<file path="src/rtl/ycc420_pkg.sv">
// Shared types and constants for the 2x2 RGB to YCbCr 4:2:0 converter.
package ycc420_pkg;

   localparam int FRAC_BITS_DEFAULT = 14;
   localparam int PIXEL_COUNT       = 4;
   localparam int SAMPLE_W          = 8;
   localparam int CSR_ADDR_W        = 2;
   localparam int CSR_DATA_W        = 32;

   localparam logic [CSR_ADDR_W-1:0] CSR_CHROMA_MODE_ADDR = CSR_ADDR_W'(0);

   typedef enum logic [1:0] {
      CHROMA_ZERO     = 2'd0,
      CHROMA_TOP_LEFT = 2'd1,
      CHROMA_MEAN     = 2'd2,
      CHROMA_ZERO_ALT = 2'd3
   } chroma_mode_type;

   typedef logic [PIXEL_COUNT-1:0][SAMPLE_W-1:0] sample_set_type;

   typedef struct packed {
      logic prod_en;
      logic sum_en;
   } lane_ctrl_type;

endpackage

</file>
<file path="src/rtl/ycc420_lane.sv">
// One pixel lane: registered coefficient products, then registered Y, Cb and Cr sums.
module ycc420_lane import ycc420_pkg::*; #(
   parameter int FRAC_BITS = FRAC_BITS_DEFAULT
) (
   input  logic                clock,
   input  lane_ctrl_type       ctrl,
   input  logic [SAMPLE_W-1:0] red,
   input  logic [SAMPLE_W-1:0] green,
   input  logic [SAMPLE_W-1:0] blue,
   output logic [SAMPLE_W-1:0] luma,
   output logic [SAMPLE_W-1:0] cb,
   output logic [SAMPLE_W-1:0] cr
);

   localparam int ACC_W = FRAC_BITS + SAMPLE_W;

   localparam logic [ACC_W-1:0] COEF_Y_R  = ACC_W'(((257 << FRAC_BITS) + 500) / 1000);
   localparam logic [ACC_W-1:0] COEF_Y_G  = ACC_W'(((504 << FRAC_BITS) + 500) / 1000);
   localparam logic [ACC_W-1:0] COEF_Y_B  = ACC_W'(((98 << FRAC_BITS) + 500) / 1000);
   localparam logic [ACC_W-1:0] COEF_CB_R = ACC_W'(((148 << FRAC_BITS) + 500) / 1000);
   localparam logic [ACC_W-1:0] COEF_CB_G = ACC_W'(((291 << FRAC_BITS) + 500) / 1000);
   localparam logic [ACC_W-1:0] COEF_C_X  = ACC_W'(((439 << FRAC_BITS) + 500) / 1000);
   localparam logic [ACC_W-1:0] COEF_CR_G = ACC_W'(((368 << FRAC_BITS) + 500) / 1000);
   localparam logic [ACC_W-1:0] COEF_CR_B = ACC_W'(((71 << FRAC_BITS) + 500) / 1000);

   localparam logic [ACC_W-1:0] BIAS_Y = ACC_W'(16 << FRAC_BITS);
   localparam logic [ACC_W-1:0] BIAS_C = ACC_W'(128 << FRAC_BITS);
   localparam logic [ACC_W-1:0] HALF   = ACC_W'(1 << (FRAC_BITS - 1));

   logic [ACC_W-1:0] y_r_ff, y_g_ff, y_b_ff;
   logic [ACC_W-1:0] cb_r_ff, cb_g_ff, cb_b_ff;
   logic [ACC_W-1:0] cr_r_ff, cr_g_ff, cr_b_ff;
   logic [ACC_W-1:0] y_sum_in, cb_sum_in, cr_sum_in;
   logic [SAMPLE_W-1:0] luma_ff, cb_ff, cr_ff;

   always_ff @(posedge clock) begin
      if (ctrl.prod_en) begin
         y_r_ff  <= COEF_Y_R  * ACC_W'(red);
         y_g_ff  <= COEF_Y_G  * ACC_W'(green);
         y_b_ff  <= COEF_Y_B  * ACC_W'(blue);
         cb_r_ff <= COEF_CB_R * ACC_W'(red);
         cb_g_ff <= COEF_CB_G * ACC_W'(green);
         cb_b_ff <= COEF_C_X  * ACC_W'(blue);
         cr_r_ff <= COEF_C_X  * ACC_W'(red);
         cr_g_ff <= COEF_CR_G * ACC_W'(green);
         cr_b_ff <= COEF_CR_B * ACC_W'(blue);
      end
   end

   // Sums wrap modulo 2^ACC_W, which keeps exactly the low eight bits of the result.
   always_comb begin
      y_sum_in  = BIAS_Y + HALF + y_r_ff + y_g_ff + y_b_ff;
      cb_sum_in = BIAS_C + HALF + cb_b_ff - cb_r_ff - cb_g_ff;
      cr_sum_in = BIAS_C + HALF + cr_r_ff - cr_g_ff - cr_b_ff;
   end

   always_ff @(posedge clock) begin
      if (ctrl.sum_en) begin
         luma_ff <= y_sum_in[ACC_W-1:FRAC_BITS];
         cb_ff   <= cb_sum_in[ACC_W-1:FRAC_BITS];
         cr_ff   <= cr_sum_in[ACC_W-1:FRAC_BITS];
      end
   end

   assign luma = luma_ff;
   assign cb   = cb_ff;
   assign cr   = cr_ff;

endmodule

</file>
<file path="src/rtl/ycc420_merge.sv">
// Merging stage: reduces the four chroma pairs by mode and holds the output register.
module ycc420_merge import ycc420_pkg::*; (
   input  logic                clock,
   input  logic                load,
   input  chroma_mode_type     mode,
   input  sample_set_type      luma_in,
   input  sample_set_type      cb_in,
   input  sample_set_type      cr_in,
   output sample_set_type      luma_out,
   output logic [SAMPLE_W-1:0] cb_out,
   output logic [SAMPLE_W-1:0] cr_out
);

   logic [SAMPLE_W+1:0] cb_total, cr_total;
   logic [SAMPLE_W-1:0] cb_in_sel, cr_in_sel;
   sample_set_type      luma_ff;
   logic [SAMPLE_W-1:0] cb_ff, cr_ff;

   always_comb begin
      cb_total = (SAMPLE_W+2)'(cb_in[0]) + (SAMPLE_W+2)'(cb_in[1])
               + (SAMPLE_W+2)'(cb_in[2]) + (SAMPLE_W+2)'(cb_in[3]) + (SAMPLE_W+2)'(2);
      cr_total = (SAMPLE_W+2)'(cr_in[0]) + (SAMPLE_W+2)'(cr_in[1])
               + (SAMPLE_W+2)'(cr_in[2]) + (SAMPLE_W+2)'(cr_in[3]) + (SAMPLE_W+2)'(2);
      unique case (mode)
         CHROMA_TOP_LEFT: begin
            cb_in_sel = cb_in[0];
            cr_in_sel = cr_in[0];
         end
         CHROMA_MEAN: begin
            cb_in_sel = cb_total[SAMPLE_W+1:2];
            cr_in_sel = cr_total[SAMPLE_W+1:2];
         end
         default: begin
            cb_in_sel = '0;
            cr_in_sel = '0;
         end
      endcase
   end

   always_ff @(posedge clock) begin
      if (load) begin
         luma_ff <= luma_in;
         cb_ff   <= cb_in_sel;
         cr_ff   <= cr_in_sel;
      end
   end

   assign luma_out = luma_ff;
   assign cb_out   = cb_ff;
   assign cr_out   = cr_ff;

endmodule

</file>
<file path="src/rtl/rgb_to_ycbcr_420_block.sv">
// Top level of the 2x2 RGB to YCbCr 4:2:0 converter with its register port.
//
// A request carries one 2x2 block of 8-bit RGB pixels on the req_ channel.
// The rsp_ channel returns four luma samples and one Cb and one Cr sample.
// Both channels use valid and ready; a transfer happens when both are high.
// Four pixel lanes each compute products in one stage and sums in the next.
// The merging stage then reduces chroma and loads the output register.
// Throughput is one block per cycle while the receiver keeps rsp_ready high; the pipeline has three stages.
// Each stage advances when the stage after it is empty or is moving on.
// When the receiver stalls, requests keep entering until every stage is full.
// The chroma_mode register sits at address 0 of the APB port, reset value 2.
// Reset empties the pipeline and restores chroma_mode to its reset value.
module rgb_to_ycbcr_420_block import ycc420_pkg::*; #(
   parameter int FRAC_BITS = FRAC_BITS_DEFAULT
) (
   input  logic                  clock,
   input  logic                  reset,
   input  logic                  req_valid,
   output logic                  req_ready,
   input  logic [SAMPLE_W-1:0]   req_red_00,
   input  logic [SAMPLE_W-1:0]   req_green_00,
   input  logic [SAMPLE_W-1:0]   req_blue_00,
   input  logic [SAMPLE_W-1:0]   req_red_01,
   input  logic [SAMPLE_W-1:0]   req_green_01,
   input  logic [SAMPLE_W-1:0]   req_blue_01,
   input  logic [SAMPLE_W-1:0]   req_red_10,
   input  logic [SAMPLE_W-1:0]   req_green_10,
   input  logic [SAMPLE_W-1:0]   req_blue_10,
   input  logic [SAMPLE_W-1:0]   req_red_11,
   input  logic [SAMPLE_W-1:0]   req_green_11,
   input  logic [SAMPLE_W-1:0]   req_blue_11,
   output logic                  rsp_valid,
   input  logic                  rsp_ready,
   output logic [SAMPLE_W-1:0]   rsp_luma_00,
   output logic [SAMPLE_W-1:0]   rsp_luma_01,
   output logic [SAMPLE_W-1:0]   rsp_luma_10,
   output logic [SAMPLE_W-1:0]   rsp_luma_11,
   output logic [SAMPLE_W-1:0]   rsp_blue_chroma,
   output logic [SAMPLE_W-1:0]   rsp_red_chroma,
   input  logic                  psel,
   input  logic                  penable,
   input  logic                  pwrite,
   input  logic [CSR_ADDR_W-1:0] paddr,
   input  logic [CSR_DATA_W-1:0] pwdata,
   output logic [CSR_DATA_W-1:0] prdata,
   output logic                  pready
);

   chroma_mode_type chroma_mode_ff, chroma_mode_in;
   logic            prod_valid_ff, prod_valid_in;
   logic            sum_valid_ff, sum_valid_in;
   logic            out_valid_ff, out_valid_in;
   logic            out_load, sum_load, prod_load;
   lane_ctrl_type   lane_ctrl;
   sample_set_type  pix_red, pix_green, pix_blue;
   sample_set_type  lane_luma, lane_cb, lane_cr, out_luma;

   assign pready = 1'b1;
   assign prdata = CSR_DATA_W'(chroma_mode_ff);

   always_comb begin
      chroma_mode_in = chroma_mode_ff;
      if (psel && penable && pwrite && pready && (paddr == CSR_CHROMA_MODE_ADDR)) begin
         chroma_mode_in = chroma_mode_type'(pwdata[1:0]);
      end
   end

   always_comb begin
      out_load  = !out_valid_ff || rsp_ready;
      sum_load  = !sum_valid_ff || out_load;
      prod_load = !prod_valid_ff || sum_load;
      req_ready = prod_load;
      prod_valid_in = prod_load ? req_valid : prod_valid_ff;
      sum_valid_in  = sum_load ? prod_valid_ff : sum_valid_ff;
      out_valid_in  = out_load ? sum_valid_ff : out_valid_ff;
      lane_ctrl.prod_en = prod_load;
      lane_ctrl.sum_en  = sum_load;
   end

   always_ff @(posedge clock) begin
      if (reset) begin
         chroma_mode_ff <= CHROMA_MEAN;
         prod_valid_ff  <= 1'b0;
         sum_valid_ff   <= 1'b0;
         out_valid_ff   <= 1'b0;
      end else begin
         chroma_mode_ff <= chroma_mode_in;
         prod_valid_ff  <= prod_valid_in;
         sum_valid_ff   <= sum_valid_in;
         out_valid_ff   <= out_valid_in;
      end
   end

   assign pix_red   = {req_red_11, req_red_10, req_red_01, req_red_00};
   assign pix_green = {req_green_11, req_green_10, req_green_01, req_green_00};
   assign pix_blue  = {req_blue_11, req_blue_10, req_blue_01, req_blue_00};

   for (genvar lane = 0; lane < PIXEL_COUNT; lane++) begin : g_lane
      ycc420_lane #(
         .FRAC_BITS (FRAC_BITS)
      ) u_lane (
         .clock (clock),
         .ctrl  (lane_ctrl),
         .red   (pix_red[lane]),
         .green (pix_green[lane]),
         .blue  (pix_blue[lane]),
         .luma  (lane_luma[lane]),
         .cb    (lane_cb[lane]),
         .cr    (lane_cr[lane])
      );
   end

   ycc420_merge u_merge (
      .clock    (clock),
      .load     (out_load),
      .mode     (chroma_mode_ff),
      .luma_in  (lane_luma),
      .cb_in    (lane_cb),
      .cr_in    (lane_cr),
      .luma_out (out_luma),
      .cb_out   (rsp_blue_chroma),
      .cr_out   (rsp_red_chroma)
   );

   assign rsp_valid   = out_valid_ff;
   assign rsp_luma_00 = out_luma[0];
   assign rsp_luma_01 = out_luma[1];
   assign rsp_luma_10 = out_luma[2];
   assign rsp_luma_11 = out_luma[3];

   a_ready_when_drained: assert property (@(posedge clock) disable iff (reset)
      !out_valid_ff |-> req_ready)
      else $error("Request channel stalled while the output register was empty.");

   a_accept_fills_lanes: assert property (@(posedge clock) disable iff (reset)
      (req_valid && req_ready) |=> prod_valid_ff)
      else $error("Accepted request did not enter the product stage.");

   a_result_from_sum_stage: assert property (@(posedge clock) disable iff (reset)
      $rose(out_valid_ff) |-> $past(sum_valid_ff))
      else $error("Result appeared without a block in the sum stage.");

endmodule

</file>
<file path="config.mk">
export PLATFORM = sky130hd
export DESIGN_NAME = rgb_to_ycbcr_420_block
export DESIGN_NICKNAME = d
export VERILOG_FILES = /design/src/rtl/ycc420_pkg.sv /design/src/rtl/ycc420_lane.sv /design/src/rtl/ycc420_merge.sv /design/src/rtl/rgb_to_ycbcr_420_block.sv
export SDC_FILE = /design/constraint.sdc
export NUM_CORES = 2
export LEC_CHECK = 0
export ABC_AREA = 1
export BUFFER_PORTS_ARGS = -buffer_cell sky130_fd_sc_hd__buf_2
export CORE_MARGIN = 3
export CORE_UTILIZATION = 45
export CTS_CLUSTER_DIAMETER = 120
export DETAILED_ROUTE_END_ITERATION = 8
export PLACE_DENSITY = 0.62
export RECOVER_POWER = 50
export SLEW_MARGIN = 15
export SYNTH_ARGS = -nofsm -noshare
export SYNTH_HDL_FRONTEND = slang
export SYNTH_SLANG_ARGS = --single-unit
</file>
<file path="constraint.sdc">
create_clock -name clock -period 36.1 [get_ports clock]
set_input_delay 3.61 -clock clock [delete_from_list [all_inputs] [get_ports clock]]
set_output_delay 3.61 -clock clock [all_outputs]
set_load 0.03 [all_outputs]
</file>
==> results.json <==
{
  "status": "complete, but fails checks",
  "violations": "capacitance limit, slew limit",
  "cts_made_buffers": 95,
  "grt_pass1_wl_um": 378000,
  "yosys.area.top_type": "edfxtp_1",
  "initialDrtViolationCount": 4245,
  "clkTransAtPathRegs_ns": 0.06,
  "synthTopCellsByArea": "edfxtp_1 (26%), ha_1 (26%), fa_1 (14%), inv_1 (8.1%), nand2_1 (7.4%)",
  "cts_resized": 0,
  "cp_top_family": "buffers and inverters",
  "grt_overflow": 0,
  "period_minus_slack_ns": 13.76,
  "synthArstFlopShare_pct": 0,
  "placed_cells": 13000,
  "die_w_um": 459,
  "critPathLaunchType": "input port",
  "wl_per_cell_um": 18.0,
  "rsz0062_at_grt": "no",
  "drive_gt1_share_pct": 2.75,
  "setup_viol": 0,
  "r2r_cells": 6,
  "critPathKind": "input port to register",
  "synth.top_cells.by_count": "inv_1 (1980), ha_1 (1879), nand2_1 (1814)",
  "port_buffers": 158,
  "stdcell_area_um2": 99200,
  "fin_crit_sh_pct": 38.1,
  "postCtsSetupBuffers": 0,
  "arrival_ns": 14.09,
  "critPathRequiredTime_ns": 36.43,
  "area_growth_pct": 7.63,
  "finClkSkew_ns": 0.0331,
  "tightest_slew_ns": 8.90,
  "cap_violations": 7,
  "clk_latency_ns": 0.73,
  "seq_area_frac_synth_pct": 26.0,
  "stdcell_count": 13200,
  "first_global_vias": 69400,
  "antenna_found_initial": 9,
  "crit_cells": 8,
  "dpl.hpwl_um": 201000,
  "ys_seq_elements": 801,
  "hold_depth": 0,
  "place.gp.congestion": 0.901,
  "cts_tree": "done",
  "die-area_um2": 210000,
  "max_freq_mhz": 72.7,
  "clock_sinks": 801,
  "avgSynthCellArea_um2": 9.03,
  "wirelength_um": 238000,
  "grt.total_usage_pct": 22.8,
  "pin_count": 220,
  "num_vias": 68500,
  "remaining_drc_errors": 0,
  "end_kind": "register",
  "hold_viol": 0,
  "synth_edf_count": 796,
  "nNetsFinal": 13100,
  "synthCells": 10200,
  "holdCritPathClass": "register to register",
  "initial_core_util_pct": 45.4,
  "rows": 165,
  "critPathSlowestCell": "clkbuf_1",
  "slew-limit-headroom_pct": -493,
  "slowest_delay_ns": 6.21,
  "yosysMostFrequentCell": "inv_1",
  "grt_start_max_net_pins": 166,
  "cp_max_fo": 165,
  "cts-root-buf": "clkbuf_16",
  "yosys_warnings": 0,
  "cp.buffers_inverters": 5,
  "htreeDepth": 3,
  "clockBufferDepth": 3,
  "syn-cell-area_um2": 92100,
  "dieHeight_um": 459,
  "synth_cell_types": 56,
  "drv_slew": 464,
  "dr.pass1.iters": 6,
  "utilization_pct": 48.9,
  "drtAntennaViolNets": 0,
  "yosysTopAreaCellShare_pct": 25.9,
  "timing.critical_path.mode_cell": "buf_4",
  "vias_per_cell": 5.18,
  "crit_chain": "buf_2 > inv_1 > nand2_4 > nor2_1 > nand2_1 > clkbuf_1 > buf_4 > buf_4",
  "synth-main-ff-cell": "edfxtp_1",
  "fin_setup_tns_ns": 0,
  "core_area_um2": 203000,
  "place_area_um2": 96200,
  "ctsHoldBuffers": 0
}
-- layout by cell type (no fill, tap or decap), drive strengths merged, types with 7 or more instances in the layout --
cell / count
o21ai: 250
xnor2: 124
a31oi: 34
or2: 10
clkbuf: 213
o31ai: 19
edfxtp: 796
bufinv: 10
fa: 630
nand2: 1825
o21bai: 83
a21boi: 31
clkinvlp: 12
ha: 1879
nor3: 93
o21a: 23
inv: 1992
nor2: 623
and2: 7
a21o: 85
clkinv: 36
a21oi: 629
conb: 31
nand3b: 32
nand3: 506
nand4: 114
o211ai: 13
buf: 68
xor2: 331
-- per-stage QoR --
step	setup slack, ns	hold slack, ns
floorplan	13.72	0.400
global placement	27.46	0.402
detailed placement	27.45	0.405
CTS	27.44	0.418
global route	21.23	0.422
finish	22.34	0.415
-- registers in the layout, summed over array words and instances (netlist names), 56 cells and up --
register               flops
g_lane.u_lane.y_r_ff      84
g_lane.u_lane.cb_b_ff     80
g_lane.u_lane.cr_b_ff     64
g_lane.u_lane.cb_g_ff     56
g_lane.u_lane.cb_r_ff     76
g_lane.u_lane.cr_g_ff     72
g_lane.u_lane.y_g_ff      84
g_lane.u_lane.cr_r_ff     64
g_lane.u_lane.y_b_ff      72
-- worst register-to-register path, stage by stage, from the launching register on --
cell and delay, ns:
dfxtp_1 0.33, nand2_4 0.07, nor2_1 0.06, nand2_1 1.28, clkbuf_1 6.22, buf_4 1.64
buf_4 1.05
-- routing by layer --
metal | GRT usage (%) | wire length (um) | up-vias
li1 | - | - | 34200
met1 | 31.1 | 110000 | 32600
met2 | 37.9 | 111000 | 1301
met3 | 1.74 | 8190 | 298
met4 | 8.08 | 9110 | 0
met5 | 0 | 0 | -
-- cells by family (layout without fill, tap and decap cells) --
| logic type | count (synthesis) | after routing | share of synthesized area [%] |
|---|---|---|---|
| xor+xnor | 455 | 455 | 4.32 |
| flops | 801 | 801 | 26.0 |
| simple gates | 3222 | 3222 | 14.6 |
| buf+inv | 2033 | 2331 | 8.44 |
| fa+ha+maj | 2509 | 2509 | 39.2 |
| other cells | 2 | 36 | 0.00815 |
| compound gates | 1186 | 1186 | 7.37 |
-- path summary, 6_finish.rpt --
check	slack (ns)	startpoint	end
hold / removal	0.41	g_lane[0].u_lane.luma[0]	u_merge.luma_out[0]
setup / recovery	22.34	rsp_ready	g_lane[1].u_lane.y_r_ff[18]
hold reg to reg	0.41	g_lane[0].u_lane.luma[0]	u_merge.luma_out[0]
setup reg to reg	25.00	rsp_valid	g_lane[1].u_lane.y_r_ff[18]
-- cell type report --
class / instances / area, um2
clock inverters: 63 / 652
clock buffers: 112 / 2530
multi-input cells: 7403 / 60500
well taps: 2672 / 3340
repair buffers: 169 / 732
flip-flops and latches: 801 / 24000
inverters: 1987 / 7460
diodes: 5 / 12.5
fillers: 19300 / 104000
Power is not shown: default switching activity piles up to over one toggle a cycle in this logic, so the estimate is an artifact.
